`src/hdl/scl_pkg.sv`:
```
// Shared types, character codes and classification functions for the shell command lexer.
// No dependencies; every other file of the block refers to this package by scoped names.
`timescale 1ns / 1ps

package scl_pkg;

   localparam int QDEPTH = 4;
   localparam int QPTR_W = $clog2(QDEPTH);
   localparam int QCNT_W = $clog2(QDEPTH + 1);

   typedef enum logic [2:0] {
      MODE_START = 3'd0,
      MODE_WORD  = 3'd1,
      MODE_OP1   = 3'd2,
      MODE_SKIP  = 3'd3,
      MODE_STOP  = 3'd4
   } mode_type;

   typedef enum logic [2:0] {
      KIND_CHAR      = 3'd0,
      KIND_TOKEN_END = 3'd1,
      KIND_LINE_END  = 3'd2,
      KIND_BAD       = 3'd3,
      KIND_INPUT_END = 3'd4
   } kind_type;

   localparam logic [7:0] CH_TAB   = 8'h09;
   localparam logic [7:0] CH_NL    = 8'h0A;
   localparam logic [7:0] CH_SPACE = 8'h20;
   localparam logic [7:0] CH_DOLLAR = 8'h24;
   localparam logic [7:0] CH_AMP   = 8'h26;
   localparam logic [7:0] CH_LPAR  = 8'h28;
   localparam logic [7:0] CH_RPAR  = 8'h29;
   localparam logic [7:0] CH_DOT   = 8'h2E;
   localparam logic [7:0] CH_SLASH = 8'h2F;
   localparam logic [7:0] CH_SEMI  = 8'h3B;
   localparam logic [7:0] CH_LT    = 8'h3C;
   localparam logic [7:0] CH_GT    = 8'h3E;
   localparam logic [7:0] CH_UNDER = 8'h5F;
   localparam logic [7:0] CH_PIPE  = 8'h7C;

   typedef struct packed {
      kind_type   kind;
      logic [7:0] chr;
   } result_type;

   // one queue entry: one or two results caused by a single input transaction
   typedef struct packed {
      logic       two;
      result_type r0;
      result_type r1;
   } entry_type;

   typedef struct packed {
      logic full;
      logic empty;
   } q_status_type;

   typedef struct packed {
      logic       emit;
      result_type res;
      mode_type   mode;
   } bt_type;

   function automatic logic is_operator(input logic [7:0] c);
      return c == CH_PIPE || c == CH_AMP || c == CH_LPAR || c == CH_GT ||
             c == CH_LT || c == CH_SEMI || c == CH_RPAR;
   endfunction

   function automatic logic is_word_char(input logic [7:0] c);
      return (c >= 8'h41 && c <= 8'h5A) || (c >= 8'h61 && c <= 8'h7A) ||
             (c >= 8'h30 && c <= 8'h39) || c == CH_UNDER || c == CH_DOLLAR ||
             c == CH_SLASH || c == CH_DOT;
   endfunction

   function automatic logic is_separator(input logic [7:0] c);
      return c == CH_SPACE || c == CH_TAB || c == CH_NL;
   endfunction

endpackage

```
`src/hdl/scl_front.sv`:
```
// Front end: accepts characters, runs the lexer state and classifies each transaction
// into at most one queue entry of one or two results. Depends on scl_pkg.
`timescale 1ns / 1ps

module scl_front (
   input  logic                 clock,
   input  logic                 reset,
   input  logic                 req_tvalid,
   output logic                 req_tready,
   input  logic [7:0]           req_tdata,
   input  logic                 req_tlast,
   input  scl_pkg::q_status_type q_status,
   output logic                 push,
   output scl_pkg::entry_type   push_entry
);

   scl_pkg::mode_type   mode_ff, mode_in;
   logic [7:0]          first_op_ff, first_op_in;
   logic                accept;
   logic                a_v, b_v;
   scl_pkg::result_type a_res, b_res;
   scl_pkg::bt_type     bt;

   function automatic scl_pkg::bt_type between(input logic [7:0] c);
      scl_pkg::bt_type r;
      r.emit     = 1'b1;
      r.res.kind = scl_pkg::KIND_CHAR;
      r.res.chr  = c;
      r.mode     = scl_pkg::MODE_START;
      if (c == scl_pkg::CH_SPACE || c == scl_pkg::CH_TAB) begin
         r.emit = 1'b0;
         r.res.chr = 8'h00;
      end else if (c == scl_pkg::CH_NL) begin
         r.res.kind = scl_pkg::KIND_LINE_END;
         r.res.chr  = 8'h00;
      end else if (scl_pkg::is_operator(c)) begin
         r.mode = scl_pkg::MODE_OP1;
      end else if (scl_pkg::is_word_char(c)) begin
         r.mode = scl_pkg::MODE_WORD;
      end else begin
         r.res.kind = scl_pkg::KIND_BAD;
         r.mode     = scl_pkg::MODE_SKIP;
      end
      return r;
   endfunction

   assign req_tready = !q_status.full;
   assign accept     = req_tvalid && req_tready;

   always_comb begin
      bt          = between(req_tdata);
      a_v         = 1'b0;
      b_v         = 1'b0;
      a_res       = '{kind: scl_pkg::KIND_CHAR, chr: 8'h00};
      b_res       = '{kind: scl_pkg::KIND_CHAR, chr: 8'h00};
      mode_in     = mode_ff;
      case (mode_ff)
         scl_pkg::MODE_STOP: begin
         end
         scl_pkg::MODE_WORD, scl_pkg::MODE_OP1: begin
            a_v = 1'b1;
            if (req_tlast) begin
               a_res.kind = scl_pkg::KIND_TOKEN_END;
               b_v        = 1'b1;
               b_res.kind = scl_pkg::KIND_INPUT_END;
               mode_in    = scl_pkg::MODE_STOP;
            end else if (mode_ff == scl_pkg::MODE_WORD &&
                         scl_pkg::is_word_char(req_tdata)) begin
               a_res.chr = req_tdata;
            end else if (mode_ff == scl_pkg::MODE_WORD &&
                         !scl_pkg::is_operator(req_tdata) &&
                         !scl_pkg::is_separator(req_tdata)) begin
               a_res.kind = scl_pkg::KIND_BAD;
               a_res.chr  = req_tdata;
               mode_in    = scl_pkg::MODE_SKIP;
            end else if (mode_ff == scl_pkg::MODE_OP1 && req_tdata == first_op_ff &&
                         (req_tdata == scl_pkg::CH_PIPE || req_tdata == scl_pkg::CH_AMP ||
                          req_tdata == scl_pkg::CH_GT)) begin
               a_res.chr  = req_tdata;
               b_v        = 1'b1;
               b_res.kind = scl_pkg::KIND_TOKEN_END;
               mode_in    = scl_pkg::MODE_START;
            end else begin
               a_res.kind = scl_pkg::KIND_TOKEN_END;
               b_v        = bt.emit;
               b_res      = bt.res;
               mode_in    = bt.mode;
            end
         end
         scl_pkg::MODE_SKIP: begin
            if (req_tlast) begin
               a_v        = 1'b1;
               a_res.kind = scl_pkg::KIND_INPUT_END;
               mode_in    = scl_pkg::MODE_STOP;
            end else if (req_tdata == scl_pkg::CH_NL) begin
               a_v        = 1'b1;
               a_res.kind = scl_pkg::KIND_LINE_END;
               mode_in    = scl_pkg::MODE_START;
            end
         end
         default: begin
            if (req_tlast) begin
               a_v        = 1'b1;
               a_res.kind = scl_pkg::KIND_INPUT_END;
               mode_in    = scl_pkg::MODE_STOP;
            end else begin
               a_v     = bt.emit;
               a_res   = bt.res;
               mode_in = bt.mode;
            end
         end
      endcase
      // only a fresh operator leads into MODE_OP1
      first_op_in = (mode_in == scl_pkg::MODE_OP1) ? req_tdata : first_op_ff;
   end

   assign push          = accept && a_v;
   assign push_entry.two = b_v;
   assign push_entry.r0  = a_res;
   assign push_entry.r1  = b_res;

   always_ff @(posedge clock) begin
      if (reset) begin
         mode_ff     <= scl_pkg::MODE_START;
         first_op_ff <= 8'h00;
      end else if (accept) begin
         mode_ff     <= mode_in;
         first_op_ff <= first_op_in;
      end
   end

endmodule

```
`src/hdl/scl_queue.sv`:
```
// Short entry queue between the classifier front end and the result back end.
// Depends on scl_pkg for the entry type and depth.
`timescale 1ns / 1ps

module scl_queue (
   input  logic                  clock,
   input  logic                  reset,
   input  logic                  push,
   input  scl_pkg::entry_type    push_entry,
   input  logic                  pop,
   output scl_pkg::entry_type    head,
   output scl_pkg::q_status_type status
);

   scl_pkg::entry_type              slots_ff [scl_pkg::QDEPTH];
   logic [scl_pkg::QPTR_W-1:0]      wr_ptr_ff, wr_ptr_in;
   logic [scl_pkg::QPTR_W-1:0]      rd_ptr_ff, rd_ptr_in;
   logic [scl_pkg::QCNT_W-1:0]      count_ff, count_in;

   assign status.full  = count_ff == scl_pkg::QCNT_W'(scl_pkg::QDEPTH);
   assign status.empty = count_ff == '0;
   assign head         = slots_ff[rd_ptr_ff];

   always_comb begin
      wr_ptr_in = push ? wr_ptr_ff + 1'b1 : wr_ptr_ff;
      rd_ptr_in = pop ? rd_ptr_ff + 1'b1 : rd_ptr_ff;
      count_in  = count_ff;
      if (push && !pop) begin
         count_in = count_ff + 1'b1;
      end else if (pop && !push) begin
         count_in = count_ff - 1'b1;
      end
   end

   always_ff @(posedge clock) begin
      if (push) begin
         slots_ff[wr_ptr_ff] <= push_entry;
      end
   end

   always_ff @(posedge clock) begin
      if (reset) begin
         wr_ptr_ff <= '0;
         rd_ptr_ff <= '0;
         count_ff  <= '0;
      end else begin
         wr_ptr_ff <= wr_ptr_in;
         rd_ptr_ff <= rd_ptr_in;
         count_ff  <= count_in;
      end
   end

endmodule

```
`src/hdl/scl_back.sv`:
```
// Back end: drains queue entries and drives the result stream through an output register,
// one result per cycle while the receiver is ready. Depends on scl_pkg.
`timescale 1ns / 1ps

module scl_back (
   input  logic                  clock,
   input  logic                  reset,
   input  scl_pkg::entry_type    head,
   input  scl_pkg::q_status_type q_status,
   output logic                  pop,
   output logic                  rsp_tvalid,
   input  logic                  rsp_tready,
   output logic [7:0]            rsp_tdata,
   output logic [2:0]            rsp_tuser,
   output logic                  rsp_tlast
);

   logic                rsp_valid_ff, rsp_valid_in;
   scl_pkg::result_type rsp_res_ff, rsp_res_in;
   logic                rsp_last_ff, rsp_last_in;
   logic                phase_ff, phase_in;
   logic                load;

   assign load = !rsp_valid_ff || rsp_tready;

   always_comb begin
      pop          = 1'b0;
      phase_in     = phase_ff;
      rsp_valid_in = rsp_valid_ff;
      rsp_res_in   = rsp_res_ff;
      rsp_last_in  = rsp_last_ff;
      if (load) begin
         rsp_valid_in = !q_status.empty;
         if (!q_status.empty) begin
            if (head.two && !phase_ff) begin
               rsp_res_in  = head.r0;
               rsp_last_in = 1'b0;
               phase_in    = 1'b1;
            end else begin
               rsp_res_in  = phase_ff ? head.r1 : head.r0;
               rsp_last_in = 1'b1;
               phase_in    = 1'b0;
               pop         = 1'b1;
            end
         end
      end
   end

   always_ff @(posedge clock) begin
      if (reset) begin
         rsp_valid_ff <= 1'b0;
         phase_ff     <= 1'b0;
      end else begin
         rsp_valid_ff <= rsp_valid_in;
         phase_ff     <= phase_in;
      end
   end

   always_ff @(posedge clock) begin
      rsp_res_ff  <= rsp_res_in;
      rsp_last_ff <= rsp_last_in;
   end

   assign rsp_tvalid = rsp_valid_ff;
   assign rsp_tdata  = rsp_res_ff.chr;
   assign rsp_tuser  = rsp_res_ff.kind;
   assign rsp_tlast  = rsp_last_ff;

endmodule

```
`src/hdl/shell_command_lexer_core.sv`:
```
// Shell command lexer top level: front end, entry queue and result back end.
// Depends on scl_pkg, scl_front, scl_queue and scl_back.
`timescale 1ns / 1ps

// Takes one character per cycle while the queue is not full and streams out token
// characters, token end, line end, bad-character and input-end marks. A character
// causing two results (a word ended by an operator or newline, a doubled operator, end of
// input inside a token) occupies the output register for both, and the four-entry queue
// between the lexer state machine and the output register absorbs those bursts. The first
// result of an accepted character is registered in the queue, then in the output register,
// before it is presented. After the end-of-input mark the block ignores all input until
// reset.

module shell_command_lexer_core (
   input  logic       clock,
   input  logic       reset,
   input  logic       req_tvalid,
   output logic       req_tready,
   input  logic [7:0] req_tdata,   // [7:0] ch
   input  logic       req_tlast,   // end_of_input
   output logic       rsp_tvalid,
   input  logic       rsp_tready,
   output logic [7:0] rsp_tdata,   // [7:0] out_char
   output logic [2:0] rsp_tuser,   // [2:0] kind
   output logic       rsp_tlast    // last result of the transaction
);

   logic                  push;
   logic                  pop;
   scl_pkg::entry_type    push_entry;
   scl_pkg::entry_type    head;
   scl_pkg::q_status_type q_status;

   scl_front u_front (
      .clock      (clock),
      .reset      (reset),
      .req_tvalid (req_tvalid),
      .req_tready (req_tready),
      .req_tdata  (req_tdata),
      .req_tlast  (req_tlast),
      .q_status   (q_status),
      .push       (push),
      .push_entry (push_entry)
   );

   scl_queue u_queue (
      .clock      (clock),
      .reset      (reset),
      .push       (push),
      .push_entry (push_entry),
      .pop        (pop),
      .head       (head),
      .status     (q_status)
   );

   scl_back u_back (
      .clock      (clock),
      .reset      (reset),
      .head       (head),
      .q_status   (q_status),
      .pop        (pop),
      .rsp_tvalid (rsp_tvalid),
      .rsp_tready (rsp_tready),
      .rsp_tdata  (rsp_tdata),
      .rsp_tuser  (rsp_tuser),
      .rsp_tlast  (rsp_tlast)
   );

endmodule

```
`config.mk`:
```
export PLATFORM = sky130hd
export DESIGN_NAME = shell_command_lexer_core
export DESIGN_NICKNAME = d
export VERILOG_FILES = /design/src/hdl/scl_pkg.sv /design/src/hdl/scl_front.sv /design/src/hdl/scl_queue.sv /design/src/hdl/scl_back.sv /design/src/hdl/shell_command_lexer_core.sv
export SDC_FILE = /design/constraint.sdc
export NUM_CORES = 1
export LEC_CHECK = 0
export BUFFER_PORTS_ARGS = -buffer_cell sky130_fd_sc_hd__buf_2
export CORE_MARGIN = 4
export CORE_UTILIZATION = 40
export DETAILED_ROUTE_END_ITERATION = 6
export GPL_TIMING_DRIVEN = 0
export PLACE_DENSITY = 0.66
export SYNTH_ARGS = -nofsm -noshare
export SYNTH_HDL_FRONTEND = slang
export SYNTH_SLANG_ARGS = --single-unit
```
`constraint.sdc`:
```
create_clock -name clock -period 4.33 [get_ports clock]
set_input_delay 0.433 -clock clock [delete_from_list [all_inputs] [get_ports clock]]
set_output_delay 0.433 -clock clock [all_outputs]
set_load 0.05 [all_outputs]
```
==> flow_metrics.py <==
metrics = {
    "power_and_ir_drop": {
        "ir_drop_uv": 302.2,
        "p_seq_frac": 0.397,
        "pwr-share-clk": 0.336,
        "power.switching_mw": 1.231,
        "p_comb_frac": 0.268,
        "p_leak_nw": 2.234,
        "power-per-cell-area_mw_per_mm2": 640.5,
        "p_int_mw": 2.943,
        "p_sw_frac": 0.2950,
    },
    "yosys": {
        "synth_edf_count": 104,
        "syn_area_mm2": 0.005598,
        "synth_cell_types": 56,
        "ys_seq_area_frac": 0.6366,
        "synth_flop_cell": "edfxtp_1",
        "synth_fp_nets": 386,
        "synthArstFlopShare": 0,
        "ys_seq_elements": 126,
        "postSynthAreaPerCell_um2": 15.25,
        "synth_warnings": 0,
        "synthCells": 367,
    },
    "clocking": {
        "htreeDepth": 4,
        "cts_tree": "done",
        "cts_buffer_depth": 2,
        "cts_root_buffer": "clkbuf_16",
        "ctsHoldBuffers": 0,
        "path_clk_slew_ps": 50,
        "ctsResizeCount": 0,
        "clock_latency_ps": 410,
        "numCtsBuffers": 17,
        "clkSinkCount": 126,
        "cts_setup_buffers": 0,
    },
    "die": {
        "start_util": 0.4161,
        "core_area_mm2": 0.01345,
        "die-area_mm2": 0.01595,
        "dieWidth_um": 126.3,
        "die_height_um": 126.3,
        "pin_count": 27,
        "num_rows": 42,
    },
    "critical_path": {
        "cp_data_arrival_time_ps": 3540,
        "worst-path-max-fanout": 10,
        "critPathMaxStageDelay_ps": 510,
        "slowest_stage": "or4_4",
        "cp-end-kind": "register",
        "startpoint_type": "input port",
        "startpoint": "req_tdata[6]",
        "critPathTopFamily": "simple AND/OR/NAND/NOR gates",
        "path_cells": "buf_2 -> clkbuf_1 -> or4_4 -> nor2_1 -> a211oi_1 -> a221oi_2 -> ha_1 -> inv_1 -> fa_1 -> xor2_1 -> or3_1 -> a21oi_1",
        "cp_data_required_time_ps": 4670,
        "r2r-start": "u_front.mode_ff[2]",
        "path_class": "input port to register",
        "critical_path_buf_inv_count": 3,
    },
    "placement": {
        "io_buffers": 22,
        "place_inst": 565,
        "routabilityCongestion": 0.8654,
        "hpwl_um": 6965,
    },
    "job": {
        "maxCapViolCount": 0,
    },
    "timing": {
        "fmax_ghz": 0.3125,
        "finalSetupViolations": 0,
        "fin_tns_setup_ps": 0,
        "fin_crit_sh": 0.7391,
        "worst_pin_slew_ps": 1241,
        "min_period_ps": 3200,
        "skew_ps": 5.733,
        "rsz0062_at_grt": "false",
        "slew_headroom": 0.1724,
        "hold_viol": 0,
        "slew_viol_final": 0,
    },
    "drt": {
        "drcViolationCount": 0,
        "ant_nets": 0,
        "routed_via_density": 5.288,
        "drt-pass1-iter-count": 4,
        "routed_wl_um": 10500,
        "drt_iter0_drc": 196,
        "vias": 3157,
        "avgRoutedWirePerCell_um": 17.59,
    },
    "grt": {
        "grt_usage": 0.1395,
        "grt_max_degree": 24,
        "grt.busiest_layer": "met2",
        "overflow": 0,
        "grt_pass1_wl_um": 16840,
        "grtUsageMet2": 0.2178,
        "use_met3": 0.04372,
        "grt_use_met1": 0.1816,
        "antenna_found_initial": 0,
        "grt_pass1_vias": 3228,
    },
    "final_layout": {
        "drive_above_1_share": 0.2304,
        "syn2layout_area_growth_pct": 16.43,
        "seq_area_mm2": 0.003563,
        "multi_input_area_mm2": 0.001918,
        "fin_nets": 427,
        "fillers": 1191,
        "stdcell_count": 597,
        "num_antenna_cells": 0,
    },
    "outcome": {
        "outcome": "finished clean",
    },
    "worst_hold_path": {
        "worstHoldPathType": "input port to register",
        "holdCritStartpoint": "rsp_tready",
    },
}
-- cell usage after synthesis, types with 3 or more instances --
master	count	area share
nor3b_1	4	0.0054
o21ai_0	5	0.0045
clkbuf_1	14	0.0094
a211oi_1	4	0.0054
inv_1	5	0.0034
buf_2	3	0.0027
and3_1	8	0.0089
mux2_2	12	0.024
xor2_1	5	0.0078
edfxtp_1	104	0.56
nor3_1	5	0.0045
buf_1	3	0.0020
dfxtp_1	22	0.079
mux4_2	23	0.093
nand2_1	16	0.011
xnor2_1	10	0.016
ha_1	5	0.011
a21oi_1	9	0.0080
nor2_1	16	0.011
mux2i_1	8	0.014
and3b_1	3	0.0047
nand4_1	3	0.0034
and2_1	20	0.022
or3_1	5	0.0056
nand2b_1	16	0.018
-- sequential cells by signal (all words and copies together), names as in the netlist, named ones only --
name                 cells
u_front.mode_ff          3
u_queue.rd_ptr_ff        2
u_front.first_op_ff      8
u_back.rsp_tvalid        1
u_back.phase_ff          1
u_back.rsp_tlast         1
u_queue.slots_ff        92
u_back.rsp_tdata         8
u_back.rsp_tuser         3
u_queue.wr_ptr_ff        2
u_queue.count_ff         3
-- metrics by stage --
step | hold WS (ps) | utilization | worst slack [ps] | instance area (um^2) | power (mW)
6_report | 302.7 | 0.4845 | 1130 | 6518 | 4.174
5_1_grt | 308.6 | 0.4845 | 803.9 | 6518 | 4.379
4_1_cts | 284.1 | 0.4845 | 1120 | 6518 | 4.228
3_5_place_dp | 475.5 | 0.4409 | 669.3 | 5932 | 2.822
3_3_place_gp | 449.6 | 0.4407 | 717.9 | 5928 | 2.778
2_1_floorplan | 460.3 | - | 1177 | 5598 | 2.543
-- routing by layer --
layer  up-vias  wire length, um
met3        17              553
met5         -                0
met2        84             5077
met1      1560             4665
met4         0              203
li1       1496                -
-- final timing paths --
kind                                       endpoint  slack (ps)  cells past startpoint
worst max-delay path            u_queue.count_ff[2]        1130                     12
worst min-delay path              u_back.rsp_tvalid         300                      4
worst max register to register  u_queue.count_ff[2]        1420                     10
worst min register to register    u_back.rsp_tvalid         480                      2
-- final cells by class --
type                            instances  share of cell area
Sequential cell                       126              0.5467
Multi-Input combinational cell        214              0.2943
Clock buffer                           23             0.07180
Tap cell                              176             0.03379
Clock inverter                          9             0.01805
Timing Repair Buffer                   22             0.01689
Buffer                                 22             0.01555
Inverter                                5            0.002880
-- worst reg2reg max path, stage by stage (launching register included) --
cell	delay, ps
dfxtp_1	320
clkbuf_1	210
nor2_1	280
a211oi_1	140
a221oi_2	490
ha_1	280
inv_1	70
fa_1	430
xor2_1	170
or3_1	310
a21oi_1	140
-- cells by family (layout without fill, tap and decap cells) --
family,after synthesis,in the layout,synth area share
simple gates,113,113,0.1234
mux,43,43,0.1310
compound gates,37,37,0.04940
xor+xnor,15,15,0.02347
fa+ha+maj,6,6,0.01475
buf+inv,27,81,0.02146
flops,126,126,0.6366
-- power by group through the flow --
| stage | Combinational, mW | Sequential, mW | Clock, mW |
|---|---|---|---|
| 2_1_floorplan | 0.650 | 1.89 | 0 |
| 3_3_place_gp | 1.11 | 1.67 | 0 |
| 3_5_place_dp | 1.14 | 1.68 | 0 |
| 4_1_cts | 1.14 | 1.66 | 1.43 |
| 5_1_grt | 1.22 | 1.68 | 1.49 |
| 6_report | 1.12 | 1.66 | 1.40 |
-- layout by cell type (no fill, tap or decap), types with 3 or more instances in the layout --
cell type,count
nor3_1,5
and2_1,20
and3b_1,3
mux2_2,12
or3_1,5
o21ai_0,5
a21oi_1,8
buf_1,3
mux4_2,23
buf_2,25
nand2_1,16
clkbuf_16,17
xor2_1,5
clkinv_2,4
nand2b_1,16
xnor2_1,10
nor3b_1,4
ha_1,5
a211oi_1,4
bufinv_16,3
and3_1,8
inv_1,5
clkbuf_1,18
edfxtp_1,104
nor2_1,16
nand4_1,3
dfxtp_1,22
mux2i_1,8
No activity file was read; power rests on OpenSTA's default activity.
